==> config.mk <==
export PLATFORM = sky130hd
export DESIGN_NAME = block_median_angle_unwrap_top
export DESIGN_NICKNAME = d
export VERILOG_FILES = /design/src/hw/rtl/bmau_pkg.sv /design/src/hw/rtl/block_median_angle_unwrap_top.sv
export SDC_FILE = /design/constraint.sdc
export NUM_CORES = 2
export LEC_CHECK = 0
export ABC_AREA = 1
export ABC_CLOCK_PERIOD_IN_PS = 10400
export BUFFER_PORTS_ARGS = -buffer_cell sky130_fd_sc_hd__buf_4
export CORE_MARGIN = 2
export CORE_UTILIZATION = 46
export CTS_BUF_LIST = sky130_fd_sc_hd__clkbuf_8
export CTS_CLUSTER_SIZE = 16
export DETAILED_ROUTE_END_ITERATION = 12
export GPL_ROUTABILITY_DRIVEN = 0
export PLACE_DENSITY = 0.6
export SETUP_SLACK_MARGIN = 0.02
export SLEW_MARGIN = 20
export SYNTH_ARGS = -nofsm -noshare
export SYNTH_HDL_FRONTEND = slang
export SYNTH_SLANG_ARGS = --single-unit
==> constraint.sdc <==
create_clock -name clk -period 10.4 [get_ports clk]
set_clock_uncertainty 0.2 [all_clocks]
set_input_delay 1.04 -clock clk [delete_from_list [all_inputs] [get_ports clk]]
set_output_delay 1.04 -clock clk [all_outputs]
set_load 0.1 [all_outputs]
==> src/hw/rtl/bmau_pkg.sv <==
// Shared types and constants for the block median angle unwrap design.
package bmau_pkg;

	// Default sizes handed to the top level.
	localparam int DEF_SENSORS = 4;
	localparam int DEF_WINDOW = 10;

	// Angles are tenths of a degree.
	localparam int HALF_TURN = 1800;
	localparam int FULL_TURN = 3600;

	// Width of a stored (non-negative) angle.
	localparam int MED_W = 15;

	// Reset value of the active sensor register.
	localparam logic [2:0] ACTIVE_RESET = 3'd3;

	// Command codes.
	localparam logic CMD_SAMPLE = 1'b0;
	localparam logic CMD_READ = 1'b1;

	// Status codes.
	localparam logic [1:0] ST_OK = 2'd0;
	localparam logic [1:0] ST_NEG = 2'd1;
	localparam logic [1:0] ST_INACT = 2'd2;

	// Input word.
	typedef struct packed {
		logic command;
		logic [1:0] sensor;
		logic signed [15:0] angle;
	} bmau_in_t;

	// Output word.
	typedef struct packed {
		logic [1:0] sensor_out;
		logic [14:0] median_angle;
		logic signed [31:0] accumulated_change;
		logic median_updated;
		logic [1:0] status;
	} bmau_out_t;

endpackage

==> src/hw/rtl/block_median_angle_unwrap_top.sv <==
// Top level of the block median angle unwrap: sequencer, window memory and median search.
//
// Usage: input words arrive on in_valid / in_stall / in_word and each one produces
// exactly one output word on out_valid / out_stall / out_word. A word is taken at a
// rising edge where valid is high and stall is low. The active sensor count is set
// through cfg_we / cfg_wdata; the user must write it only while the block is idle,
// as the block itself does not enforce this. A word that does not complete a window
// passes from acceptance through the EXEC and FIN states into the output register,
// and a new word is taken only once the previous result has moved there. A sample that
// completes a window copies the window out of the memory one slot a cycle (set by the
// single memory read port; the newest sample comes from the input word), then checks
// one median candidate per cycle against all slots, then updates the accumulator.
// in_stall stays high for the whole time one word is being worked on.
// The output register holds a finished word; while the receiver stalls it, the next
// word may already be taken and worked on, and its result waits until the register
// is free.
// Reset clears fill counts, medians, accumulators and sets the active count to 3;
// the window memory is not cleared, since only slots written in the current window
// are ever read.
module block_median_angle_unwrap_top #(
	parameter int SENSORS = bmau_pkg::DEF_SENSORS,
	parameter int WINDOW = bmau_pkg::DEF_WINDOW
) (
	input logic clk,
	input logic arst_n,
	input logic in_valid,
	output logic in_stall,
	input bmau_pkg::bmau_in_t in_word,
	output logic out_valid,
	input logic out_stall,
	output bmau_pkg::bmau_out_t out_word,
	input logic cfg_we,
	input logic [2:0] cfg_wdata
);
	import bmau_pkg::*;

	localparam int SIDX_W = (SENSORS > 1) ? $clog2(SENSORS) : 1;
	localparam int CNT_W = $clog2(WINDOW);
	localparam int CNT1_W = $clog2(WINDOW + 1);
	localparam int HALF = WINDOW / 2;
	localparam int MEM_D = SENSORS * WINDOW;
	localparam int AW = $clog2(MEM_D);
	localparam logic [CNT_W-1:0] LAST_SLOT = CNT_W'(WINDOW - 1);
	localparam logic signed [16:0] HALF_D = 17'(HALF_TURN);
	localparam logic signed [16:0] FULL_D = 17'(FULL_TURN);

	typedef enum logic [5:0] {
		S_IDLE = 6'b000001,
		S_EXEC = 6'b000010,
		S_LOAD = 6'b000100,
		S_SCAN = 6'b001000,
		S_ACCUM = 6'b010000,
		S_FIN = 6'b100000
	} state_t;

	state_t state_q;
	logic [2:0] active_q;
	bmau_in_t in_q;
	bmau_out_t res_q;
	bmau_out_t out_q;
	logic out_valid_q;

	// Per-sensor state.
	logic [CNT_W-1:0] fill_q [SENSORS];
	logic [MED_W-1:0] last_med_q [SENSORS];
	logic signed [31:0] change_q [SENSORS];

	// Window memory and its local copy for the median search.
	logic [MED_W-1:0] mem [MEM_D];
	logic [MED_W-1:0] rd_q;
	logic [MED_W-1:0] win_q [WINDOW];
	logic [CNT_W-1:0] k_q;
	logic [CNT_W-1:0] p_q;
	logic [MED_W-1:0] med_q;

	logic [SIDX_W-1:0] s_idx;
	logic active_ok;
	logic [CNT_W-1:0] fill_cur;
	logic [MED_W-1:0] last_cur;
	logic signed [31:0] acc_cur;
	logic [AW-1:0] base_addr;
	logic [AW-1:0] wr_addr;
	logic [AW-1:0] rd_addr;
	logic mem_we;
	logic out_free;

	logic [MED_W-1:0] cand;
	logic [WINDOW-1:0] lt_vec;
	logic [WINDOW-1:0] gt_vec;
	logic [CNT1_W-1:0] lo_cnt;
	logic [CNT1_W-1:0] hi_cnt;
	logic cand_ok;

	logic signed [16:0] d_raw;
	logic signed [16:0] d_wrap;
	logic [32:0] sum_w;
	logic signed [31:0] sat_w;

	// Decode of the word being worked on.
	always_comb begin
		s_idx = SIDX_W'(in_q.sensor);
		active_ok = ({1'b0, in_q.sensor} < active_q) && (32'(in_q.sensor) < SENSORS);
		fill_cur = fill_q[s_idx];
		last_cur = last_med_q[s_idx];
		acc_cur = change_q[s_idx];
		base_addr = AW'(s_idx) * AW'(WINDOW);
		wr_addr = base_addr + AW'(fill_cur);
		rd_addr = base_addr + AW'(k_q);
		mem_we = (state_q == S_EXEC) && active_ok && (in_q.command == CMD_SAMPLE)
			&& !in_q.angle[15];
		out_free = !out_valid_q || !out_stall;
	end

	// Window memory: one write port, one registered read port.
	always_ff @(posedge clk) begin
		if (mem_we) begin
			mem[wr_addr] <= in_q.angle[MED_W-1:0];
		end
		rd_q <= mem[rd_addr];
	end

	// Shared compare row: one median candidate against every slot.
	always_comb begin
		cand = win_q[p_q];
		for (int q = 0; q < WINDOW; q++) begin
			lt_vec[q] = win_q[q] < cand;
			gt_vec[q] = win_q[q] > cand;
		end
		lo_cnt = CNT1_W'($countones(lt_vec));
		hi_cnt = CNT1_W'($countones(gt_vec));
		cand_ok = (lo_cnt <= CNT1_W'(HALF)) && (hi_cnt <= CNT1_W'(HALF));
	end

	// Wrapped change of the median and saturating accumulate.
	always_comb begin
		d_raw = $signed({2'b00, med_q}) - $signed({2'b00, last_cur});
		if (d_raw < -HALF_D) begin
			d_wrap = d_raw + FULL_D;
		end else if (d_raw > HALF_D) begin
			d_wrap = d_raw - FULL_D;
		end else begin
			d_wrap = d_raw;
		end
		sum_w = {acc_cur[31], acc_cur} + 33'(d_wrap);
		if (sum_w[32] != sum_w[31]) begin
			sat_w = sum_w[32] ? {1'b1, 31'd0} : {1'b0, {31{1'b1}}};
		end else begin
			sat_w = sum_w[31:0];
		end
	end

	// Configuration register.
	always_ff @(posedge clk or negedge arst_n) begin
		if (!arst_n) begin
			active_q <= ACTIVE_RESET;
		end else if (cfg_we) begin
			active_q <= cfg_wdata;
		end
	end

	// Sequencer and per-sensor state.
	always_ff @(posedge clk or negedge arst_n) begin
		if (!arst_n) begin
			state_q <= S_IDLE;
			k_q <= '0;
			p_q <= '0;
			for (int i = 0; i < SENSORS; i++) begin
				fill_q[i] <= '0;
				last_med_q[i] <= '0;
				change_q[i] <= '0;
			end
		end else begin
			case (state_q)
				S_IDLE: begin
					if (in_valid) begin
						state_q <= S_EXEC;
					end
				end
				S_EXEC: begin
					state_q <= S_FIN;
					if (active_ok) begin
						if (in_q.command == CMD_READ) begin
							change_q[s_idx] <= '0;
						end else if (!in_q.angle[15]) begin
							if (fill_cur == LAST_SLOT) begin
								k_q <= '0;
								state_q <= S_LOAD;
							end else begin
								fill_q[s_idx] <= fill_cur + 1'b1;
							end
						end
					end
				end
				S_LOAD: begin
					if (k_q == LAST_SLOT) begin
						p_q <= '0;
						state_q <= S_SCAN;
					end else begin
						k_q <= k_q + 1'b1;
					end
				end
				S_SCAN: begin
					if (cand_ok || p_q == LAST_SLOT) begin
						state_q <= S_ACCUM;
					end else begin
						p_q <= p_q + 1'b1;
					end
				end
				S_ACCUM: begin
					last_med_q[s_idx] <= med_q;
					change_q[s_idx] <= sat_w;
					fill_q[s_idx] <= '0;
					state_q <= S_FIN;
				end
				S_FIN: begin
					if (out_free) begin
						state_q <= S_IDLE;
					end
				end
				default: begin
					state_q <= S_IDLE;
				end
			endcase
		end
	end

	// Payload registers: input word, window copy, median, result word and output word.
	always_ff @(posedge clk) begin
		if (state_q == S_IDLE && in_valid) begin
			in_q <= in_word;
		end
		if (state_q == S_EXEC) begin
			win_q[WINDOW-1] <= in_q.angle[MED_W-1:0];
			res_q.sensor_out <= in_q.sensor;
			res_q.median_updated <= 1'b0;
			if (!active_ok) begin
				res_q.median_angle <= '0;
				res_q.accumulated_change <= '0;
				res_q.status <= ST_INACT;
			end else begin
				res_q.median_angle <= last_cur;
				res_q.accumulated_change <= acc_cur;
				res_q.status <= (in_q.command == CMD_SAMPLE && in_q.angle[15])
					? ST_NEG : ST_OK;
			end
		end
		if (state_q == S_LOAD && k_q != '0) begin
			win_q[CNT_W'(k_q - 1'b1)] <= rd_q;
		end
		if (state_q == S_SCAN) begin
			med_q <= cand_ok ? cand : win_q[0];
		end
		if (state_q == S_ACCUM) begin
			res_q.median_angle <= med_q;
			res_q.accumulated_change <= sat_w;
			res_q.median_updated <= 1'b1;
			res_q.status <= ST_OK;
		end
		if (state_q == S_FIN && out_free) begin
			out_q <= res_q;
		end
	end

	// Output register valid flag.
	always_ff @(posedge clk or negedge arst_n) begin
		if (!arst_n) begin
			out_valid_q <= 1'b0;
		end else if (state_q == S_FIN && out_free) begin
			out_valid_q <= 1'b1;
		end else if (!out_stall) begin
			out_valid_q <= 1'b0;
		end
	end

	assign in_stall = (state_q != S_IDLE);
	assign out_valid = out_valid_q;
	assign out_word = out_q;

endmodule
**Word-level counts from Yosys, hierarchy flattened**

Memories as Yosys holds them, arrays and structs flattened. A register that Yosys moved wholly into a read port is not among the register bits.
Index checks and enable logic that the tools add are counted.

- Flip-flop bits (word level): 360
- Latch bits: 0
- Bits in writable memories: 750
- Bits in read-only memories: 0
- Logic and storage cells: 208
- Memories kept: 2

- Add/subtract/negate cells: 28
- $mul: 1
- Divide/modulo/power cells: 0
- Magnitude comparators: 27
- Equal/unequal tests: 24
- Shift operators: 0
- Mux-type cells: 65
- Bitwise operators: 6
- Reduce and logical (&&, ||, !) cells: 24

Memory list:

| name | depth | bits a word | read ports | clocked after memory_dff | wr ports | RTL line | source |
|---|---|---|---|---|---|---|---|
| mem | 40 | 15 | 1 | 1 | 1 | block_median_angle_unwrap_top.sv:69 | `logic [MED_W-1:0] mem [MEM_D];` |
| win_q | 10 | 15 | 11 | 0 | 1 | block_median_angle_unwrap_top.sv:71 | `logic [MED_W-1:0] win_q [WINDOW];` |

Operators by type and width:

| cell | number |
|---|---|
| two-way mux 128 bit | 2 |
| case mux 128 bit (2 select lines) | 1 |
| two-way mux 32 bit | 5 |
| > comparator 15 bit | 10 |
| < comparator 15 bit | 10 |
| bitwise AND 128 bit | 1 |
| bitwise mux 128 bit | 1 |
| NOT 128 bit | 1 |
| two-way mux 50 bit | 2 |
| two-way mux 15 bit | 5 |
| binary-select mux 32 bit (select 2 bit) | 1 |
| demux 32 bit (select 2 bit) | 1 |
| two-way mux 16 bit | 4 |
| bitwise mux 60 bit | 1 |
| two-way mux 6 bit | 8 |
| two-way mux 47 bit | 1 |
| two-way mux 4 bit | 11 |
| case mux 6 bit (6 select lines) | 1 |
| two-way mux 17 bit | 2 |
| adder 32 x 17 -> 33 bit | 1 |
| case mux 16 bit (2 select lines) | 1 |
| binary-select mux 15 bit (select 2 bit) | 1 |
| demux 15 bit (select 2 bit) | 1 |
| inequality test 2 bit, second input constant | 12 |
| 47 further kinds | 91 |

**Logic depth before layout (Yosys ltp)**

- Depth in word-level cells: 13
- Gate-level depth with buffers: 44

**Worst setup path before layout**

No wires, ideal clock.

- Path type: flip-flop to flip-flop
- Start: register p_q[0] (netlist name)
- End: register in_q[0] (netlist bit) (enable)
- Setup time: 396 ps
- Data arrival time: 7155 ps
- Data required time: 9804 ps
- Slack: 2649 ps
- Stages on the path, launching flop included: 34
- Path through: dfrtp_1 > clkbuf_1 > inv_1 > clkbuf_1 > clkbuf_1 > nor2_1 > o221ai_1 > nand2_1 > nor2_1 > a221oi_1 > ha_1 > a21oi_1 > o21ai_0 > a21oi_1 > o21ai_0 > a21o_1 > a21oi_1 > nor2_1 > nor3_1 > fa_1 > fa_1 > inv_1 > fa_1 > inv_1 > ha_1 > fa_1 > xnor2_1 > nand2_1 > o21ai_0 > nor2_1 > nor2_1 > nor2_1 > inv_1 > nor2_1

RTL lines:

| what | RTL line | source |
|---|---|---|
| end signal: assignment | block_median_angle_unwrap_top.sv:230 | `in_q <= in_word;` |
| end: declaration | block_median_angle_unwrap_top.sv:58 | `bmau_in_t in_q;` |

**Worst setup path after layout**

- Start: register in_q, in the netlist s_idx[1]
- End: register res_q[29] (netlist bit), data pin

- Longest elaborated chain between the ends: 12
- Elaborated cells between the ends (all ways): 22
- Classes of those cells: add/sub (4); order compare (3); eq/ne (1); mux (13); bitwise (1)

RTL lines:

| what | RTL line | source |
|---|---|---|
| NOT 2 -> 3 bit (implied by the code) | block_median_angle_unwrap_top.sv:104, block_median_angle_unwrap_top.sv:105 |  |
| binary-select mux 15 bit (select 2 bit) | block_median_angle_unwrap_top.sv:104 | `last_cur = last_med_q[s_idx];` |
| two-way mux 15 bit (implied by the code) (2 in series) | block_median_angle_unwrap_top.sv:104 |  |
| subtractor 15 x 15 -> 16 bit | block_median_angle_unwrap_top.sv:136 | `d_raw = $signed({2'b00, med_q}) - $signed({2'b00, last_cur});` |
| subtractor 16 x 13 -> 17 bit or > comparator 16 x 12 -> 1 bit (tied branches) | block_median_angle_unwrap_top.sv:140, block_median_angle_unwrap_top.sv:139 |  |
| two-way mux 17 bit | block_median_angle_unwrap_top.sv:139 | `end else if (d_raw > HALF_D) begin` |
| two-way mux 17 bit | block_median_angle_unwrap_top.sv:137 | `if (d_raw < -HALF_D) begin` |
| adder 32 x 17 -> 33 bit | block_median_angle_unwrap_top.sv:144 | `sum_w = {acc_cur[31], acc_cur} + 33'(d_wrap);` |
| two-way mux 32 bit or inequality test 1 bit (tied branches) | block_median_angle_unwrap_top.sv:146, block_median_angle_unwrap_top.sv:145 |  |
| two-way mux 32 bit | block_median_angle_unwrap_top.sv:145 | `if (sum_w[32] != sum_w[31]) begin` |
| two-way mux 50 bit (*) | block_median_angle_unwrap_top.sv:253 | `if (state_q == S_ACCUM) begin` |
| end: declaration | block_median_angle_unwrap_top.sv:59 | `bmau_out_t res_q;` |

Every way passes the cells marked *; elsewhere a longest branch is shown, timed or not. The select of a mux whose other input is x is not followed.
A chain may end at the register's enable or synchronous reset.

==> flow_summary.yaml <==
run_status:
  status: "completed"
sta:
  fmax_mhz: 114.5
  setup_tns_ns: 0
  drv_slew: 0
  tightest_slew_ns: 1.148
  rsz0062_at_grt: "no"
  hold_viol_final: 0
  timing.hold.ws_ns: 0.09110
  fin_crit_sh_pct: 84.01
  slew_headroom_pct: 23.32
  period_needed_ns: 8.737
  finalSetupViolations: 0
clocking:
  cts_setup_buffers: 0
  path_clk_slew_ns: 0.06
  clk_path_buf_depth: 3
  cts_max_level: 4
  cts_buffers: 200
  numClockSinks: 1215
  worstSkewPairLatency_ns: 0.92
  cts_tree: "done"
  root_buffer: "clkbuf_8"
die:
  chipHeight_um: 352.7
  dieWidth_um: 352.7
  num_rows: 127
  core_mm2: 0.1203
  die-area_mm2: 0.1244
  io_pins: 81
  initial_core_util_pct: 46.50
finish:
  post_route_cells_drive_above_1_share_pct: 10.32
  final_nets: 5422
  final_common_cell: "edfxtp_1"
  areaGrowthSynthToFinish_pct: 11.29
  fillers: 10616
  seq_area_mm2: 0.03521
  multi_input_area_mm2: 0.01879
  final_cell_mix: "edfxtp_1 (975), nand2_1 (815), nor2_1 (562)"
drt:
  drt_pre_antenna_iters: 8
  vias: 40086
  routed_via_density: 5.778
  wl_mm: 154.6
  drt_iter0_drc: 4383
  wl_per_cell_um: 22.28
  drc: 0
  final_antenna_net_count: 0
yosys:
  synth_area_leaders: "edfxtp_1 (52%), dfrtp_1 (9.8%), nand2_1 (5.5%), ha_1 (5.0%), o21ai_0 (4.0%)"
  yosys.area_share.adder_pct: 5.538
  yosysSeqAreaShare_pct: 62.92
  synth_edf_count: 975
  synthCells: 5016
  syn_avg_cell_area_um2: 11.15
  synthMuxAreaShare_pct: 2.461
  yosys_warnings: 0
  yosys.area.top_type: "edfxtp_1"
  syn_nets: 5281
  synth_compound_area_share_pct: 11.13
  syn_area_mm2: 0.05594
  synth_top_family_by_area: "simple AND/OR/NAND/NOR gates"
  ys_types: 62
  synthFlopType: "edfxtp_1"
  synthXorXnorAreaFrac_pct: 0.3914
  synth_simple_gate_area_share_pct: 13.82
  yosys.area.top_type_share_pct: 52.34
  synth-seq-cells: 1215
  async_reset_ff_share_pct: 18.27
critical_path:
  startpoint: "s_idx[1]"
  critPathMostFrequentCell: "nand2_1"
  worst_path_max_delay_cell: "clkinv_1"
  r2r_start: "s_idx[1]"
  end_kind: "register"
  cpPeakStageDelay_ns: 0.81
  crit_required_ns: 10.95
  critPathArrivalTime_ns: 9.29
  worstSetupPathType: "register to register"
  path_max_fanout: 39
  crit_path_start_kind: "register"
power:
  p_per_area_mw_per_mm2: 217.9
  leakagePower_nw: 24.02
  ir_drop_mv: 0.2442
global_route:
  grt-ovfl-total: 0
  grt_pass1_wl_mm: 235.1
  grt_max_degree: 203
  grt_pass1_vias: 38634
  antenna_found_initial: 2
  grt_use_total_pct: 24.51
min_path:
  hp-start: "in_word[6]"
  min_path_type: "primary input to register"
place:
  hpwl_mm: 95.25
  port_buffers: 80
job:
  drv_cap: 0
-- logic make-up (layout without fill, tap and decap cells) --
| group | Yosys count | after routing |
|---|---|---|
| multiplexers | 134 | 134 |
| buffers and inverters | 524 | 829 |
| flip-flops | 1215 | 1215 |
| other | 0 | 5 |
| AND/OR/NAND/NOR | 1861 | 1861 |
| AO/OA/AOI/OAI | 1019 | 1019 |
| XOR/XNOR | 25 | 25 |
| adder cells (fa/ha/maj) | 238 | 238 |
-- what timing repair did --
item | 4_1_cts | 5_1_grt
resized for setup | 0 | 0
hold endpoints to repair | 88 | 0
hold buffers | 1 | 0
-- metal layers --
metal	global-route usage (%)	wire length (um)	part of all wire [%]
met3	4.031	11210	7.2
met5	0	0	0
met1	35.15	68540	44
met2	38.39	70900	46
met4	7.385	3951	2.6
-- layout make-up --
| type | count | share of cell area (%) |
|---|---|---|
| clock buffer | 215 | 4.754 |
| timing repair buffer | 188 | 2.344 |
| multi-input combinational | 3277 | 30.18 |
| antenna | 5 | 0.02010 |
| clock inverter | 151 | 1.240 |
| tap | 1612 | 3.240 |
| sequential | 1215 | 56.56 |
| inverter | 275 | 1.668 |
-- registers in the layout, indices dropped and copies added, names as in the netlist, 16 cells and up --
signal	cells
change_q	128
fill_q	16
in_q	17
last_med_q	60
mem	600
out_word	52
res_q	52
win_q	240
-- worst max-delay path: cells and delay by family, from the launching register on --
family / cells / cell delay, ns
DFF: 1 / 0.63
and+or+nand+nor: 22 / 2.46
adders and majority gates: 4 / 1.38
xor gates and xnor gates: 1 / 0.19
buffers and inverters: 9 / 2.15
AOI/OAI and AO/OA: 5 / 1.56
-- metrics by stage --
| stage | std cells | utilization [%] | cell area, um^2 | setup slack, ns | total power, mW |
|---|---|---|---|---|---|
| finish | 6938 | 51.75 | 62250 | 1.663 | 13.57 |
| global route | 6937 | 51.75 | 62250 | 0.7468 | 14.17 |
| CTS | 6933 | 51.74 | 62240 | 1.731 | 13.62 |
| detailed placement | 6566 | 48.63 | 58500 | 1.782 | 9.713 |
| global placement | 6566 | 48.63 | 58500 | 1.912 | 9.691 |
| floorplan | 5016 | - | 55940 | 2.649 | 8.379 |
-- final timing paths --
check / end / slack [ns] / depth (start not counted)
max reg2reg: res_q[29] / 1.66 / 41
min in group asynchronous: change_q[111] / 0.53 / 2
max: res_q[29] / 1.66 / 41
min reg2reg: out_word[20] / 0.18 / 0
min: in_q[6] / 0.09 / 1
max in group asynchronous: change_q[63] / 8.00 / 3
-- report_power, final --
part           total (mW)  internal [mW]  switching, mW
Sequential           5.95           5.86         0.0961
Clock                3.91           1.97           1.94
Combinational        3.70          0.813           2.89
Total                13.6           8.63           4.93
-- Yosys cell counts, drive strengths merged, types with 44 or more instances --
cell / number
nor2: 590
nand2: 823
o21ai: 453
edfxtp: 975
inv: 272
o32ai: 44
nand3: 376
a21oi: 164
mux2i: 106
o221ai: 130
o22ai: 124
clkbuf: 182
dfrtp: 219
ha: 222
buf: 67
Note: power is estimated with default switching activity, not from simulation.
